### src/rtl/serial_relay_io_controller_assert.svh
// Assertion helpers for the RTL files; only srio_tx.sv includes them.
`ifndef SERIAL_RELAY_IO_CONTROLLER_ASSERT_SVH
`define SERIAL_RELAY_IO_CONTROLLER_ASSERT_SVH

// Same-cycle implication, checked out of reset.
`define SRIO_ASSERT_NOW(label, clk, rst_n, ante, cons, msg) \
  label: assert property (@(posedge clk) disable iff (!rst_n) (ante) |-> (cons)) \
    else $error(msg);

// Next-cycle implication, checked out of reset.
`define SRIO_ASSERT_NEXT(label, clk, rst_n, ante, cons, msg) \
  label: assert property (@(posedge clk) disable iff (!rst_n) (ante) |=> (cons)) \
    else $error(msg);

`endif

### src/rtl/srio_pkg.sv
package srio_pkg;

  // Protocol characters
  localparam logic [7:0] CH_START  = 8'h3E;  // '>'
  localparam logic [7:0] CH_STATUS = 8'h73;  // 's'
  localparam logic [7:0] CH_RELAY  = 8'h72;  // 'r'
  localparam logic [7:0] CH_CR     = 8'h0D;
  localparam logic [7:0] CH_LF     = 8'h0A;

  // Position inside the five-beat report
  typedef enum logic [2:0] {
    BEAT_START  = 3'd0,
    BEAT_INPUTS = 3'd1,
    BEAT_RELAYS = 3'd2,
    BEAT_CR     = 3'd3,
    BEAT_LF     = 3'd4
  } beat_t;

  // One held input item
  typedef struct packed {
    logic       action;        // 1 = logic input sample
    logic       rx_error;
    logic [7:0] rx_byte;
    logic [7:0] logic_inputs;
  } in_item_t;

  // Report request handed from the core to the transmitter
  typedef struct packed {
    logic       valid;
    logic [7:0] inputs;
    logic [7:0] relays;
  } rpt_req_t;

endpackage

### src/rtl/srio_in_reg.sv
module srio_in_reg
  import srio_pkg::*;
(
  input  logic       clk,
  input  logic       rst_n,
  input  logic       in_tvalid,
  output logic       in_tready,
  input  logic [15:0] in_tdata,   // rx_byte [7:0], logic_inputs [15:8]
  input  logic [1:0] in_tuser,   // action [0], rx_error [1]
  input  logic       take,
  output logic       item_vld,
  output in_item_t   item
);

  logic     vld_r;
  in_item_t item_r;

  // Hold one beat; refill when empty or when the core takes the held one
  assign in_tready = !vld_r || take;
  assign item_vld  = vld_r;
  assign item      = item_r;

  always_ff @(posedge clk) begin
    if (!rst_n) begin
      vld_r <= 1'b0;
    end else if (in_tready) begin
      vld_r <= in_tvalid;
    end
  end

  always_ff @(posedge clk) begin
    if (in_tready && in_tvalid) begin
      item_r.action       <= in_tuser[0];
      item_r.rx_error     <= in_tuser[1];
      item_r.rx_byte      <= in_tdata[7:0];
      item_r.logic_inputs <= in_tdata[15:8];
    end
  end

endmodule

### src/rtl/srio_core.sv
module srio_core
  import srio_pkg::*;
#(
  parameter int FRAME_DEPTH = 7
) (
  input  logic     clk,
  input  logic     rst_n,
  input  logic     item_vld,
  input  in_item_t item,
  input  logic     slot_free,
  output logic     take,
  output rpt_req_t rpt
);

  localparam int IDX_W = $clog2(FRAME_DEPTH);
  localparam logic [IDX_W-1:0] LAST_IDX = IDX_W'(FRAME_DEPTH - 1);

  logic [7:0]       frame_r [FRAME_DEPTH];
  logic [IDX_W-1:0] wr_idx_r;
  logic             capturing_r;
  logic [7:0]       relay_r;
  logic [7:0]       cur_inputs_r;
  logic [7:0]       rep_inputs_r;

  logic       is_byte, cap_now, store, closed;
  logic [7:0] b0, b1, b2;
  logic       is_status, is_relay, sample_diff, need_rpt;
  logic [7:0] relay_nxt;

  // Decode of the held item against state, with the current byte forwarded
  always_comb begin
    is_byte     = !item.action && !item.rx_error;
    cap_now     = capturing_r || (item.rx_byte == CH_START);
    store       = is_byte && cap_now;
    closed      = is_byte && capturing_r && (item.rx_byte == CH_LF);
    b0 = (store && wr_idx_r == IDX_W'(0)) ? item.rx_byte : frame_r[0];
    b1 = (store && wr_idx_r == IDX_W'(1)) ? item.rx_byte : frame_r[1];
    b2 = (store && wr_idx_r == IDX_W'(2)) ? item.rx_byte : frame_r[2];
    is_status   = (b0 == CH_START) && (b1 == CH_STATUS);
    is_relay    = (b0 == CH_START) && (b1 == CH_RELAY);
    sample_diff = item.action && (item.logic_inputs != rep_inputs_r);
    need_rpt    = sample_diff || (closed && (is_status || is_relay));
    take        = item_vld && (!need_rpt || slot_free);
    relay_nxt   = (closed && is_relay) ? b2 : relay_r;
    rpt.valid   = take && need_rpt;
    rpt.inputs  = item.action ? item.logic_inputs : cur_inputs_r;
    rpt.relays  = relay_nxt;
  end

  // Frame capture
  always_ff @(posedge clk) begin
    if (!rst_n) begin
      for (int i = 0; i < FRAME_DEPTH; i++) frame_r[i] <= 8'h00;
      wr_idx_r    <= '0;
      capturing_r <= 1'b0;
    end else if (take && is_byte) begin
      if (closed) begin
        for (int i = 0; i < FRAME_DEPTH; i++) frame_r[i] <= 8'h00;
        wr_idx_r    <= '0;
        capturing_r <= 1'b0;
      end else begin
        capturing_r <= cap_now;
        if (store) begin
          frame_r[wr_idx_r] <= item.rx_byte;
          wr_idx_r <= (wr_idx_r == LAST_IDX) ? '0 : wr_idx_r + IDX_W'(1);
        end
      end
    end
  end

  // Relays and input tracking
  always_ff @(posedge clk) begin
    if (!rst_n) begin
      relay_r      <= 8'h00;
      cur_inputs_r <= 8'h00;
      rep_inputs_r <= 8'h00;
    end else if (take) begin
      relay_r <= relay_nxt;
      if (item.action) begin
        cur_inputs_r <= item.logic_inputs;
        rep_inputs_r <= item.logic_inputs;
      end
    end
  end

endmodule

### src/rtl/srio_tx.sv
module srio_tx
  import srio_pkg::*;
(
  input  logic       clk,
  input  logic       rst_n,
  input  rpt_req_t   rpt,
  output logic       slot_free,
  output logic       out_tvalid,
  input  logic       out_tready,
  output logic [15:0] out_tdata,  // tx_byte [7:0], relay_outputs [15:8]
  output logic       out_tlast
);

  `include "serial_relay_io_controller_assert.svh"

  logic       busy_r;
  beat_t      beat_r;
  logic [7:0] inputs_r;
  logic [7:0] relays_r;
  logic       fire, last;
  logic [7:0] tx_byte;

  assign fire      = busy_r && out_tready;
  assign last      = (beat_r == BEAT_LF);
  assign slot_free = !busy_r || (fire && last);

  // Report sequencer
  always_ff @(posedge clk) begin
    if (!rst_n) begin
      busy_r <= 1'b0;
      beat_r <= BEAT_START;
    end else if (rpt.valid) begin
      busy_r <= 1'b1;
      beat_r <= BEAT_START;
    end else if (fire) begin
      if (last) begin
        busy_r <= 1'b0;
      end else begin
        beat_r <= beat_t'(beat_r + 3'd1);
      end
    end
  end

  // Report snapshot
  always_ff @(posedge clk) begin
    if (rpt.valid) begin
      inputs_r <= rpt.inputs;
      relays_r <= rpt.relays;
    end
  end

  // Beat payload
  always_comb begin
    case (beat_r)
      BEAT_START:  tx_byte = CH_START;
      BEAT_INPUTS: tx_byte = inputs_r;
      BEAT_RELAYS: tx_byte = relays_r;
      BEAT_CR:     tx_byte = CH_CR;
      BEAT_LF:     tx_byte = CH_LF;
      default:     tx_byte = CH_LF;
    endcase
  end

  assign out_tvalid = busy_r;
  assign out_tlast  = last;
  assign out_tdata  = {relays_r, tx_byte};

  // Checks
  `SRIO_ASSERT_NOW(a_load_into_free, clk, rst_n, rpt.valid, !busy_r || (fire && last), "report loaded over one in flight")
  `SRIO_ASSERT_NOW(a_beat_range, clk, rst_n, busy_r, beat_r <= BEAT_LF, "beat index out of range")
  `SRIO_ASSERT_NEXT(a_beat_step, clk, rst_n, fire && !last && !rpt.valid, beat_r == beat_t'($past(beat_r) + 3'd1), "beat did not advance")
  `SRIO_ASSERT_NEXT(a_done_idle, clk, rst_n, fire && last && !rpt.valid, !busy_r, "sequencer stayed busy after last beat")

endmodule

### src/rtl/serial_relay_io_controller.sv
// Channel | Dir | tdata                                  | tuser / tlast
// in_     | in  | rx_byte [7:0], logic_inputs [15:8]     | tuser: action [0], rx_error [1]
// out_    | out | tx_byte [7:0], relay_outputs [15:8]    | tlast: final LF of a report
//
// Each item is decoded combinationally from the input register; a report then
// takes five output beats, so throughput is 1 item per cycle without a report,
// and an item that produces one waits until the report sequencer is free.
// An item passes the input register and loads the report sequencer, which drives the first report beat.
// Synchronous active-low reset clears the frame buffer, relays and input history.
// An item that needs a report waits in the input register while a report is
// still going out; the last beat of a report and the next load overlap.
module serial_relay_io_controller
  import srio_pkg::*;
#(
  parameter int FRAME_DEPTH = 7
) (
  input  logic        clk,
  input  logic        rst_n,
  input  logic        in_tvalid,
  output logic        in_tready,
  input  logic [15:0] in_tdata,   // rx_byte [7:0], logic_inputs [15:8]
  input  logic [1:0]  in_tuser,   // action [0], rx_error [1]
  output logic        out_tvalid,
  input  logic        out_tready,
  output logic [15:0] out_tdata,  // tx_byte [7:0], relay_outputs [15:8]
  output logic        out_tlast
);

  logic     take;
  logic     item_vld;
  in_item_t item;
  logic     slot_free;
  rpt_req_t rpt;

  srio_in_reg u_in_reg (
    .clk       (clk),
    .rst_n     (rst_n),
    .in_tvalid (in_tvalid),
    .in_tready (in_tready),
    .in_tdata  (in_tdata),
    .in_tuser  (in_tuser),
    .take      (take),
    .item_vld  (item_vld),
    .item      (item)
  );

  srio_core #(
    .FRAME_DEPTH (FRAME_DEPTH)
  ) u_core (
    .clk       (clk),
    .rst_n     (rst_n),
    .item_vld  (item_vld),
    .item      (item),
    .slot_free (slot_free),
    .take      (take),
    .rpt       (rpt)
  );

  srio_tx u_tx (
    .clk        (clk),
    .rst_n      (rst_n),
    .rpt        (rpt),
    .slot_free  (slot_free),
    .out_tvalid (out_tvalid),
    .out_tready (out_tready),
    .out_tdata  (out_tdata),
    .out_tlast  (out_tlast)
  );

endmodule
### config.mk
export PLATFORM = sky130hd
export DESIGN_NAME = serial_relay_io_controller
export DESIGN_NICKNAME = d
export VERILOG_FILES = /design/src/rtl/srio_pkg.sv /design/src/rtl/srio_in_reg.sv /design/src/rtl/srio_core.sv /design/src/rtl/srio_tx.sv /design/src/rtl/serial_relay_io_controller.sv
export VERILOG_INCLUDE_DIRS = /design/src /design/src/rtl
export SDC_FILE = /design/constraint.sdc
export NUM_CORES = 1
export LEC_CHECK = 0
export ABC_AREA = 1
export BUFFER_PORTS_ARGS = -buffer_cell sky130_fd_sc_hd__buf_2
export CAP_MARGIN = 20
export CORE_MARGIN = 8
export CORE_UTILIZATION = 25
export DETAILED_ROUTE_END_ITERATION = 10
export GPL_TIMING_DRIVEN = 0
export HOLD_SLACK_MARGIN = 0.02
export PLACE_DENSITY = 0.4
export REMOVE_ABC_BUFFERS = 1
export SETUP_SLACK_MARGIN = 0.5
export SYNTH_ARGS = -nofsm -noshare
export SYNTH_HDL_FRONTEND = slang
export SYNTH_SLANG_ARGS = --single-unit
### constraint.sdc
create_clock -name clk -period 2.39 [get_ports clk]
set_input_delay 0.478 -clock clk [delete_from_list [all_inputs] [get_ports clk]]
set_output_delay 0.478 -clock clk [all_outputs]
set_load 0.02 [all_outputs]
==> summary.txt, run 1 <==
Timing
  • Setup Viol. Count Final: 42
  • Fin. max-slew vios: 0
  • Final WS setup: -52.6 ps
  • Min cycle time layout: 2440 ps
  • Setup Total Neg Slack: -1250 ps
  • Transition time of the tightest slew-check pin: 1060 ps
  • RSZ-0062 raised after global routing: yes
  • Maximum clock rate: 0.409 GHz
  • Tcrit/Tclk final: 1.02
  • Max_slew headroom: 0.291
  • Hold Vio Cnt, Final: 0
  • Skew final: 9.83 ps

Route
  • WL per Instance: 15.6 um
  • Via density: 4.48
  • Final wirelength: 11.6 mm
  • ANT nets after route: 0
  • Residual DRC: 0
  • Drt pass-1 iters: 4
  • DR iter-0 viols: 230
  • Via count: 3325

Hold path
  • Critical hold path startpoint: in_tdata[11]
  • WHS Endpoint: u_in_reg.item[3]$_DFFE_PP_
  • Hold Path Cell Cnt: 1
  • Hold WC Path Type: in -> reg

Layout
  • Finished Cell Area: 0.00622 mm2
  • Non-Filler Instances: 742
  • Layout Area Growth over Synthesis: 47.6%
  • Diodes inserted: 0
  • Layout cell share with drive strength beyond 1: 0.475
  • Fillers: 1587
  • Nets: 544

Clock tree
  • CTS tree: built
  • Root Buffer: clkbuf_16
  • Clk_lat worst skew: 350 ps
  • Clock Sink Count: 91
  • H-tree depth reported by CTS: 3
  • Clock transition at the registers of the reported paths: 70 ps
  • Clock Path Buffers: 2
  • Total CTS buffers: 9
  • Hold-fix buffer count after cts: 0

Die
  • Initial Utilization: 0.255
  • Die width: 146 um
  • I/O pins: 41
  • # rows: 47
  • Core Box Area: 0.0165 mm2
  • Die area: 0.0213 mm2
  • Die Ht: 146 um

Critical path
  • CP Max Fanout: 4
  • Crit start category: flop
  • Sequence of cells on the critical path: inv_4, nand2_4, nor2_4, nand2_2, nand2_4, nand3_4, nand2_2, nand2_2, nor2_4, nand2_4, nand2_4, nand3_4, buf_6
  • Largest stage delay on the critical path: 430 ps
  • Crit path from: u_in_reg.item[15]$_DFFE_PP_
  • Most frequent CP cell: nand2_4
  • Reg2Reg Setup Slack: -40 ps
  • Critical-path top delay cell: edfxtp_1
  • Worst r2r path cells: 15
  • Crit. End Element: output pin
  • Delay-heaviest family, CP: simple AND/OR/NAND/NOR gates
  • FF-to-FF End: u_core.frame_r[0][4]$_SDFFCE_PN0P_
  • Bufs and invs on worst path: 2
  • CP arrival: 1960 ps
  • Reg-to-Reg Start: u_in_reg.item[15]$_DFFE_PP_
  • Data required, critical path: 1910 ps
  • CP Class: reg -> out

Placed design
  • Placed cell area: 0.00458 mm2
  • Port Buffer Count: 40
  • Hpwl dp: 6.97 mm
  • Gpl congestion: 0.738
  • Inst Count DP: 662

Logic synthesis
  • Cell types with the highest counts after synthesis: nand2_1, edfxtp_1, dfxtp_1
  • Post-synth EDFFs: 58
  • Syn avg cell area: 10.1 um2
  • Main synth FF type: edfxtp_1
  • Synth top area share: 0.413
  • Largest cells by area after synthesis: edfxtp_1, dfxtp_1, nand2_1
  • Seq/Total Area, Yosys: 0.570
  • Count leader, synth: nand2_1
  • Synth Register Bits: 91
  • Fraction of registers with async set/reset: 0
  • Unique masters post-synth: 39
  • Synth Cell Area: 0.00421 mm2
  • Cell taking the most area after synthesis: edfxtp_1
  • Yosys Warn Count: 0
  • Mapped Cells: 417

GRT
  • GRT Residual Overflow: 0
  • Vias in the first global route: 3300
  • Pin count of the biggest net entering global routing: 27
  • First-pass GRT wire length: 18.3 mm
  • Antenna violations before repair: 0
  • Gr usage total: 0.110

Power
  • Max VDD drop: 0.280 mV
  • Static Leak: 2.32 nW
  • Power density over the cells: 593 mW/mm2

Flow run
  • Max-cap violations: 0

Status
  • Status: finished with violations
  • Failing checks: setup timing
flip-flops by register name (all words and copies together), names as in the netlist, 8 cells and up:
signal,count
u_core.frame_r,24
u_in_reg.item,18
u_core.cur_inputs_r,8
u_core.relay_r,8
u_core.rep_inputs_r,8
u_tx.inputs_r,8
u_tx.relays_r,8
what timing repair did:
item,4_1_cts,5_1_grt
gates resized for setup,113,48
setup endpoints to repair,132,133
pin swaps,28,23
buffers inserted,41,17
endpoints found under the hold margin,0,0
cloned,5,1
report_power, final:
part           switching, W  internal (W)
clock network      0.000620      0.000936
logic              0.000198      0.000172
registers         0.0000396       0.00172
worst max-delay path by stage:
| stage | endpoint | slack [ps] | cells past startpoint |
|---|---|---|---|
| 2_1_floorplan | u_core.frame_r[0][0]$_SDFFCE_PN0P_ | -410 | 11 |
| 3_3_place_gp | u_core.frame_r[1][5]$_SDFFCE_PN0P_ | -1120 | 11 |
| 3_5_place_dp | u_core.frame_r[0][4]$_SDFFCE_PN0P_ | -1150 | 11 |
| 4_1_cts | in_tready | -80 | 13 |
| 5_1_grt | u_core.frame_r[0][7]$_SDFFCE_PN0P_ | -200 | 15 |
| 6_report | in_tready | -50 | 13 |
stage by stage:
| step | power [W] | setup slack, ps | hold WS, ps | util |
|---|---|---|---|---|
| 6_report | 0.00369 | -52.6 | 302 | 0.376 |
| 4_1_cts | 0.00371 | -81.5 | 282 | 0.353 |
| 2_1_floorplan | 0.00193 | -413 | 439 | - |
| 5_1_grt | 0.00384 | -202 | 281 | 0.376 |
| 3_3_place_gp | 0.00201 | -1120 | 445 | 0.277 |
| 3_5_place_dp | 0.00202 | -1150 | 452 | 0.277 |
area by class of cell:
class                   instances  area (um2)  share of cell area
inverters                      38         171              0.0276
clock inverters                 4        53.8             0.00865
multi-input cells             275        2050               0.330
well taps                     220         275              0.0443
clock buffers                  12         278              0.0447
flip-flops and latches         91        2410               0.387
repair buffers                102         982               0.158
cells by family (layout without fill, tap and decap cells):
group | count (synthesis) | in the layout | synth area share
DFF | 91 | 91 | 0.570
AOI/OAI and AO/OA | 58 | 58 | 0.0796
xor gates and xnor gates | 7 | 7 | 0.0146
adders and majority gates | 5 | 5 | 0.0149
muxes | 6 | 6 | 0.0160
buffers and inverters | 53 | 156 | 0.0594
and+or+nand+nor | 197 | 199 | 0.245
layout by cell type, fill, tap and decap left out, drive strengths merged:
cell,netlist,final
a21boi,1,1
nand3b,2,2
bufbuf,0,2
xor2,1,1
edfxtp,58,58
bufinv,0,1
nand2,100,100
a22o,2,2
clkinvlp,0,3
xnor2,6,6
nor2,26,26
dfxtp,33,33
clkbuf,4,13
nand3,14,15
a21oi,31,31
mux2,6,6
clkinv,3,5
inv,35,33
buf,11,99
o21ai,16,16
or2,2,2
and3,1,1
nor4,1,1
nand4,20,21
ha,5,5
nor3,31,31
o21a,8,8
routing by layer:
| metal | share of wire | track usage |
|---|---|---|
| met1 | 0.47 | 0.140 |
| met2 | 0.49 | 0.176 |
| met3 | 0.029 | 0.0271 |
| met4 | 0.0088 | 0.0406 |
| met5 | 0 | 0 |
(Power assumes the default switching activity.)
==> inputs of run 2 (changes only) <==
--- a/config.mk
+++ b/config.mk
@@ -10,4 +10,6 @@
 export BUFFER_PORTS_ARGS = -buffer_cell sky130_fd_sc_hd__buf_2
 export CAP_MARGIN = 20
+export CELL_PAD_IN_SITES_DETAIL_PLACEMENT = 0
+export CELL_PAD_IN_SITES_GLOBAL_PLACEMENT = 2
 export CORE_MARGIN = 8
 export CORE_UTILIZATION = 25
@@ -15,5 +17,5 @@
 export GPL_TIMING_DRIVEN = 0
 export HOLD_SLACK_MARGIN = 0.02
-export PLACE_DENSITY = 0.4
+export PLACE_DENSITY = 0.56
 export REMOVE_ABC_BUFFERS = 1
 export SETUP_SLACK_MARGIN = 0.5
==> constraint.sdc (replaced) <==
create_clock -name clk -period 2.39 [get_ports clk]
set_input_delay 0.239 -clock clk [delete_from_list [all_inputs] [get_ports clk]]
set_output_delay 0.239 -clock clk [all_outputs]
set_load 0.02 [all_outputs]
==> summary.txt, run 2 (synthesized netlist as in run 1, its figures left out) <==
Placed design
  • Gpl congestion: 0.712 (-3.6%)
  • Placed cell area: 0.00458 mm2 (unchanged)
  • Hpwl dp: 7.12 mm (+2.1%)
  • Port Buffer Count: 40 (unchanged)

Critical path
  • Reg2Reg Setup Slack: 110 ps (+150 ps)
  • Crit start category: flop
  • CP arrival: 2400 ps (+440 ps)
  • Data required, critical path: 2510 ps (+600 ps)
  • Crit. End Element: flop
  • CP Class: reg -> reg
  • CP Max Fanout: 9 (+5)

Clock tree
  • Clk_lat worst skew: 350 ps (about the same)
  • Clock Path Buffers: 2 (unchanged)
  • H-tree depth reported by CTS: 3 (unchanged)
  • Clock Sink Count: 91 (unchanged)
  • CTS tree: built
  • Root Buffer: clkbuf_16
  • Hold-fix buffer count after cts: 0 (unchanged)
  • Total CTS buffers: 9 (unchanged)
  • Clock transition at the registers of the reported paths: 70 ps (about the same)

Timing
  • Max_slew headroom: 0.242 (-0.0487)
  • Min cycle time layout: 2280 ps (-162 ps)
  • Transition time of the tightest slew-check pin: 1140 ps (+73.0 ps)
  • Hold Vio Cnt, Final: 0 (unchanged)
  • Fin. max-slew vios: 0 (unchanged)
  • Maximum clock rate: 0.438 GHz (+7.1%)
  • Tcrit/Tclk final: 0.954 (-0.0678)
  • Skew final: 7.39 ps (-2.44 ps)
  • Setup Viol. Count Final: 0 (-100%)
  • RSZ-0062 raised after global routing: yes
  • Setup Total Neg Slack: 0 ps (+1250 ps)

Layout
  • Fillers: 1655 (+4.3%)
  • Layout cell share with drive strength beyond 1: 0.429 (-0.0465)
  • Diodes inserted: 0 (unchanged)
  • Reg with most FFs: u_core.frame_r
  • Max reg flops: 24 (unchanged)
  • Nets: 526 (-3.3%)
  • Layout Area Growth over Synthesis: 37.9%
  • Reg area: 0.00241 mm2 (-0.10%)
  • Area occupied by multi-input gates: 0.00197 mm2 (-3.8%)
  • Most frequent cells in the layout: nand2_1, edfxtp_1, buf_2
  • Final core occ: 0.352 (-0.0248)
  • Finished Cell Area: 0.00581 mm2 (-6.6%)

Power
  • Flop pwr share: 0.512 (+0.034)
  • Internal power component: 0.00257 W (-9.2%)
  • Combinational share of power: 0.093 (-0.007)
  • Sw frac: 0.254 (+0.0213)
  • Static Leak: 2.14 nW (-7.9%)
  • Max VDD drop: 0.275 mV (-1.9%)
  • Net Switching: 0.000874 W (+2.0%)
  • Power density over the cells: 593 mW/mm2 (about the same)
  • Clock network power share: 0.395 (-0.027)

Route
  • Via count: 3189 (-4.1%)
  • DR iter-0 viols: 163 (-29%)
  • Final wirelength: 11.2 mm (-3.7%)
  • Residual DRC: 0 (unchanged)
  • WL per Instance: 15.4 um (-1.3%)
  • ANT nets after route: 0 (unchanged)
  • Via density: 4.40 (-1.7%)
  • Drt pass-1 iters: 4 (unchanged)

GRT
  • First-pass GRT wire length: 17.8 mm (-2.6%)
  • Antenna violations before repair: 0 (unchanged)
  • Vias in the first global route: 3194 (-3.2%)
  • Gr usage total: 0.108 (-0.00182)
  • Pin count of the biggest net entering global routing: 27 (unchanged)
  • GRT Residual Overflow: 0 (unchanged)

Die
  • # rows: 47 (unchanged)
  • Initial Utilization: 0.255 (unchanged)
  • Core Box Area: 0.0165 mm2 (unchanged)
  • Die width: 146 um (unchanged)
  • Die area: 0.0213 mm2 (unchanged)
  • I/O pins: 41 (unchanged)
  • Die Ht: 146 um (unchanged)

Status
  • Status: finished clean

Hold path
  • Hold WC Path Type: in -> reg

Flow run
  • Max-cap violations: 0 (unchanged)
## run 2: changes by cell type in the layout (fill, tap and decap cells not counted), sizes merged, moves of 2 or more
cell / before / now
clkinv: 5 / 7
clkbuf: 13 / 10
bufbuf: 2 / 0
buf: 99 / 83
inv: 33 / 36
## run 2: timing repair
item,4_1_cts,5_1_grt
pin swaps,19,21
buffers inserted,32,10
gates resized for setup,69,59
endpoints found under the setup margin,131,129
cloned,4,0
## run 2: worst paths after layout
check / cells after the start / endpoint / start
setup / recovery: 18 / u_tx.relays_r[0]$_DFFE_PP_ / u_in_reg.item[15]$_DFFE_PP_
hold / removal: 1 / u_in_reg.item[1]$_DFFE_PP_ / in_tdata[9]
setup reg to reg: 18 / u_tx.relays_r[0]$_DFFE_PP_ / u_in_reg.item[15]$_DFFE_PP_
hold reg to reg: 2 / u_core.cur_inputs_r[4]$_SDFFE_PN0N_ / u_core.cur_inputs_r[4]$_SDFFE_PN0N_
## run 2: per-layer routing
layer	global-route usage	vias up	wire (um)
li1	-	1616	-
met2	0.166	47	5160
met5	0	-	0
met1	0.141	1511	5420
met3	0.0196	15	363
met4	0.0578	0	242
## run 2: through the flow
step	total power, W	worst slack, ps	hold WS, ps	cells
floorplan	0.00193	-413	338	402
global placement	0.00202	-1170	416	662
detailed placement	0.00202	-1210	417	662
CTS	0.00347	97.2	39.7	714
global route	0.00359	-23.4	46.8	724
finish	0.00345	109	59.2	724
## run 2: cell type report
| class | count | area share |
|---|---|---|
| clock buffer | 9 | 0.0388 |
| clock inverter | 7 | 0.00861 |
| multi-input combinational | 275 | 0.340 |
| inverter | 38 | 0.0284 |
| timing repair buffer | 84 | 0.123 |
| sequential | 91 | 0.414 |
| tap | 220 | 0.0474 |
## run 2: worst max-delay path, cell delays in order (launching register included)
cell and delay (ps):
edfxtp_1 430, inv_4 90, nand2_4 50, nor2_4 80
nand2_2 80, nand2_4 100, nand3_4 80, nand2_2 70
nand2_2 60, nor2_4 120, nand2_2 80, nand2_4 120
nand2_8 90, buf_12 150, nand2_8 70, inv_8 50
nand2_8 70, clkinvlp_4 90, buf_6 150
## run 2: power by group through the flow
stage               sequential, W  combinational [W]  clock (W)
finish                    0.00177           0.000320    0.00136
global route              0.00177           0.000347    0.00147
CTS                       0.00177           0.000297    0.00141
detailed placement        0.00180           0.000215          0
global placement          0.00180           0.000214          0
floorplan                 0.00180           0.000129          0
==> inputs of run 3 (changes only) <==
- PLACE_DENSITY: 0.56 -> 0.62
- clock period: 2.39 -> 2.5 ns (I/O delays scaled with it)
==> summary.txt, run 3 (synthesized netlist as in run 1, its figures left out) <==
Status
  • Status: finished clean

GRT
  • Most used routing layer: met2
  • Gr usage total: 0.104 (-0.00400)
  • Vias in the first global route: 3197 (+0.094%)
  • Met2 usage: 0.163 (-0.00326)
  • GR Util met3: 0.0233 (+0.00373)
  • GRT Residual Overflow: 0 (unchanged)
  • Antenna violations before repair: 0 (unchanged)
  • Met1 Use GR: 0.137 (-0.00419)
  • Pin count of the biggest net entering global routing: 27 (unchanged)
  • First-pass GRT wire length: 17.4 mm (-2.2%)

Timing
  • Max_slew headroom: 0.273 (+0.0311)
  • Transition time of the tightest slew-check pin: 1090 ps (-46.7 ps)
  • RSZ-0062 raised after global routing: yes
  • Hold Vio Cnt, Final: 0 (unchanged)
  • Hold WS: 76.5 ps (+17.2 ps)
  • Setup Viol. Count Final: 0 (unchanged)
  • Setup Total Neg Slack: 0 ps (unchanged)
  • Maximum clock rate: 0.434 GHz (-1.0%)
  • Min cycle time layout: 2300 ps (+23.7 ps)
  • Tcrit/Tclk final: 0.922 (-0.0325)
  • Fin. max-slew vios: 0 (unchanged)
  • Skew final: 10.6 ps (+3.23 ps)
  • Final WS setup: 196 ps (+86.3 ps)

Placed design
  • Placed cell area: 0.00458 mm2 (unchanged)
  • Worst slack, placed: -1090 ps (+120 ps)
  • Hpwl dp: 7.00 mm (-1.7%)
  • Gpl congestion: 0.731 (+2.7%)
  • Port Buffer Count: 40 (unchanged)

Layout
  • Finished Cell Area: 0.00573 mm2 (-1.4%)
  • Most frequent cells in the layout: nand2_1, edfxtp_1, buf_2
  • Max reg flops: 24 (unchanged)
  • Reg with most FFs: u_core.frame_r
  • Nets: 530 (+0.76%)
  • Diodes inserted: 0 (unchanged)
  • Layout cell share with drive strength beyond 1: 0.384 (-0.0447)
  • Commonest non-fill, non-tap cell in the layout: nand2_1
  • Layout Area Growth over Synthesis: 36.1%

Route
  • DR iter-0 viols: 153 (-6.1%)
  • WL per Instance: 14.8 um (-4.1%)
  • Final wirelength: 10.8 mm (-3.5%)
  • Residual DRC: 0 (unchanged)
  • ANT nets after route: 0 (unchanged)
  • Via density: 4.39 (-0.33%)
  • Via count: 3196 (+0.22%)
  • Drt pass-1 iters: 4 (unchanged)

Clock tree
  • H-tree depth reported by CTS: 3 (unchanged)
  • Total CTS buffers: 9 (unchanged)
  • CTS tree: built
  • Clk_lat worst skew: 350 ps (about the same)
  • Clock Path Buffers: 2 (unchanged)
  • Root Buffer: clkbuf_16
  • Clock transition at the registers of the reported paths: 70 ps (about the same)
  • Clock Sink Count: 91 (unchanged)

Hold path
  • Hold WC Path Type: in -> reg

Power
  • Max VDD drop: 0.289 mV (+5.4%)
  • Static Leak: 2.14 nW (about the same)
  • Power density over the cells: 603 mW/mm2 (+1.6%)

Critical path
  • Data required, critical path: 2520 ps (about the same)
  • Crit start category: flop
  • CP arrival: 2320 ps (-80 ps)
  • Crit. End Element: flop
  • Reg2Reg Setup Slack: 200 ps (+90 ps)
  • CP Class: reg -> reg
  • CP Max Fanout: 8 (-1)

Die
  • Die width: 146 um (unchanged)
  • # rows: 47 (unchanged)
  • Die Ht: 146 um (unchanged)
  • Initial Utilization: 0.255 (unchanged)
  • I/O pins: 41 (unchanged)
  • Core Box Area: 0.0165 mm2 (unchanged)
  • Die area: 0.0213 mm2 (unchanged)

Flow run
  • Max-cap violations: 0 (unchanged)
run 3: changes by cell type in the layout (fill, tap and decap cells not counted), sizes merged:
cell      change
clkinv        -4
clkinvlp      +2
buf           +5
bufinv        +1
run 3: power breakdown:
| group | total (W) | switching [W] | internal (W) | leakage [nW] |
|---|---|---|---|---|
| Sequential | 0.00169 | 0.0000368 | 0.00165 | 0.834 |
| Combinational | 0.000277 | 0.000165 | 0.000112 | 1.15 |
| Clock | 0.00149 | 0.000635 | 0.000858 | 0.156 |
run 3: layout make-up:
cell class	instances	area, um2
Clock inverter	6	78.8
Sequential cell	91	2400
Tap cell	220	275
Multi-Input combinational cell	275	1880
Timing Repair Buffer	88	683
Inverter	38	165
Fill cell	1642	10800
Clock buffer	10	250
run 3: metal layers:
layer  up-vias  wire length (um)
li1       1615                 -
met1      1533              5250
met2        37              5120
met3        11               264
met4         0               150
met5         -                 0
run 3: stage by stage:
stage,std cells,total power (W),util
final,728,0.00345,0.347
after detailed placement,662,0.00193,0.277
after global placement,662,0.00193,0.277
after global routing,728,0.00359,0.347
after CTS,711,0.00349,0.327
after floorplan,402,0.00184,-
run 3: path summary, 6_finish.rpt:
check | start | endpoint | cells past startpoint
worst max register to register | u_in_reg.item[15]$_DFFE_PP_ | u_core.frame_r[2][5]$_SDFFCE_PN0P_ | 13
worst min register to register | u_core.cur_inputs_r[3]$_SDFFE_PN0N_ | u_core.cur_inputs_r[3]$_SDFFE_PN0N_ | 2
worst max-delay path | u_in_reg.item[15]$_DFFE_PP_ | u_core.frame_r[2][5]$_SDFFCE_PN0P_ | 13
worst min-delay path | in_tdata[7] | u_in_reg.item[15]$_DFFE_PP_ | 1
run 3: worst max-delay path, stage by stage, from the launching register on:
cell      delay, ps
edfxtp_1        430
inv_4            90
nand2_4          60
nor2_4           80
nand2_2          80
nand2_4         110
nand2_4          70
o21ai_2         120
nand2_2          90
nand2_4         100
nand2_8          70
nand2_8         110
nand4_4         170
o21ai_4         390
run 3: timing repair:
item | CTS | global route
hold endpoints to repair | 0 | 0
endpoints found under the setup margin | 131 | 125
pin swaps | 8 | 14
gates cloned | 3 | 0
resized for setup | 50 | 43
buffers inserted | 30 | 17
hold buffers | 0 | 0
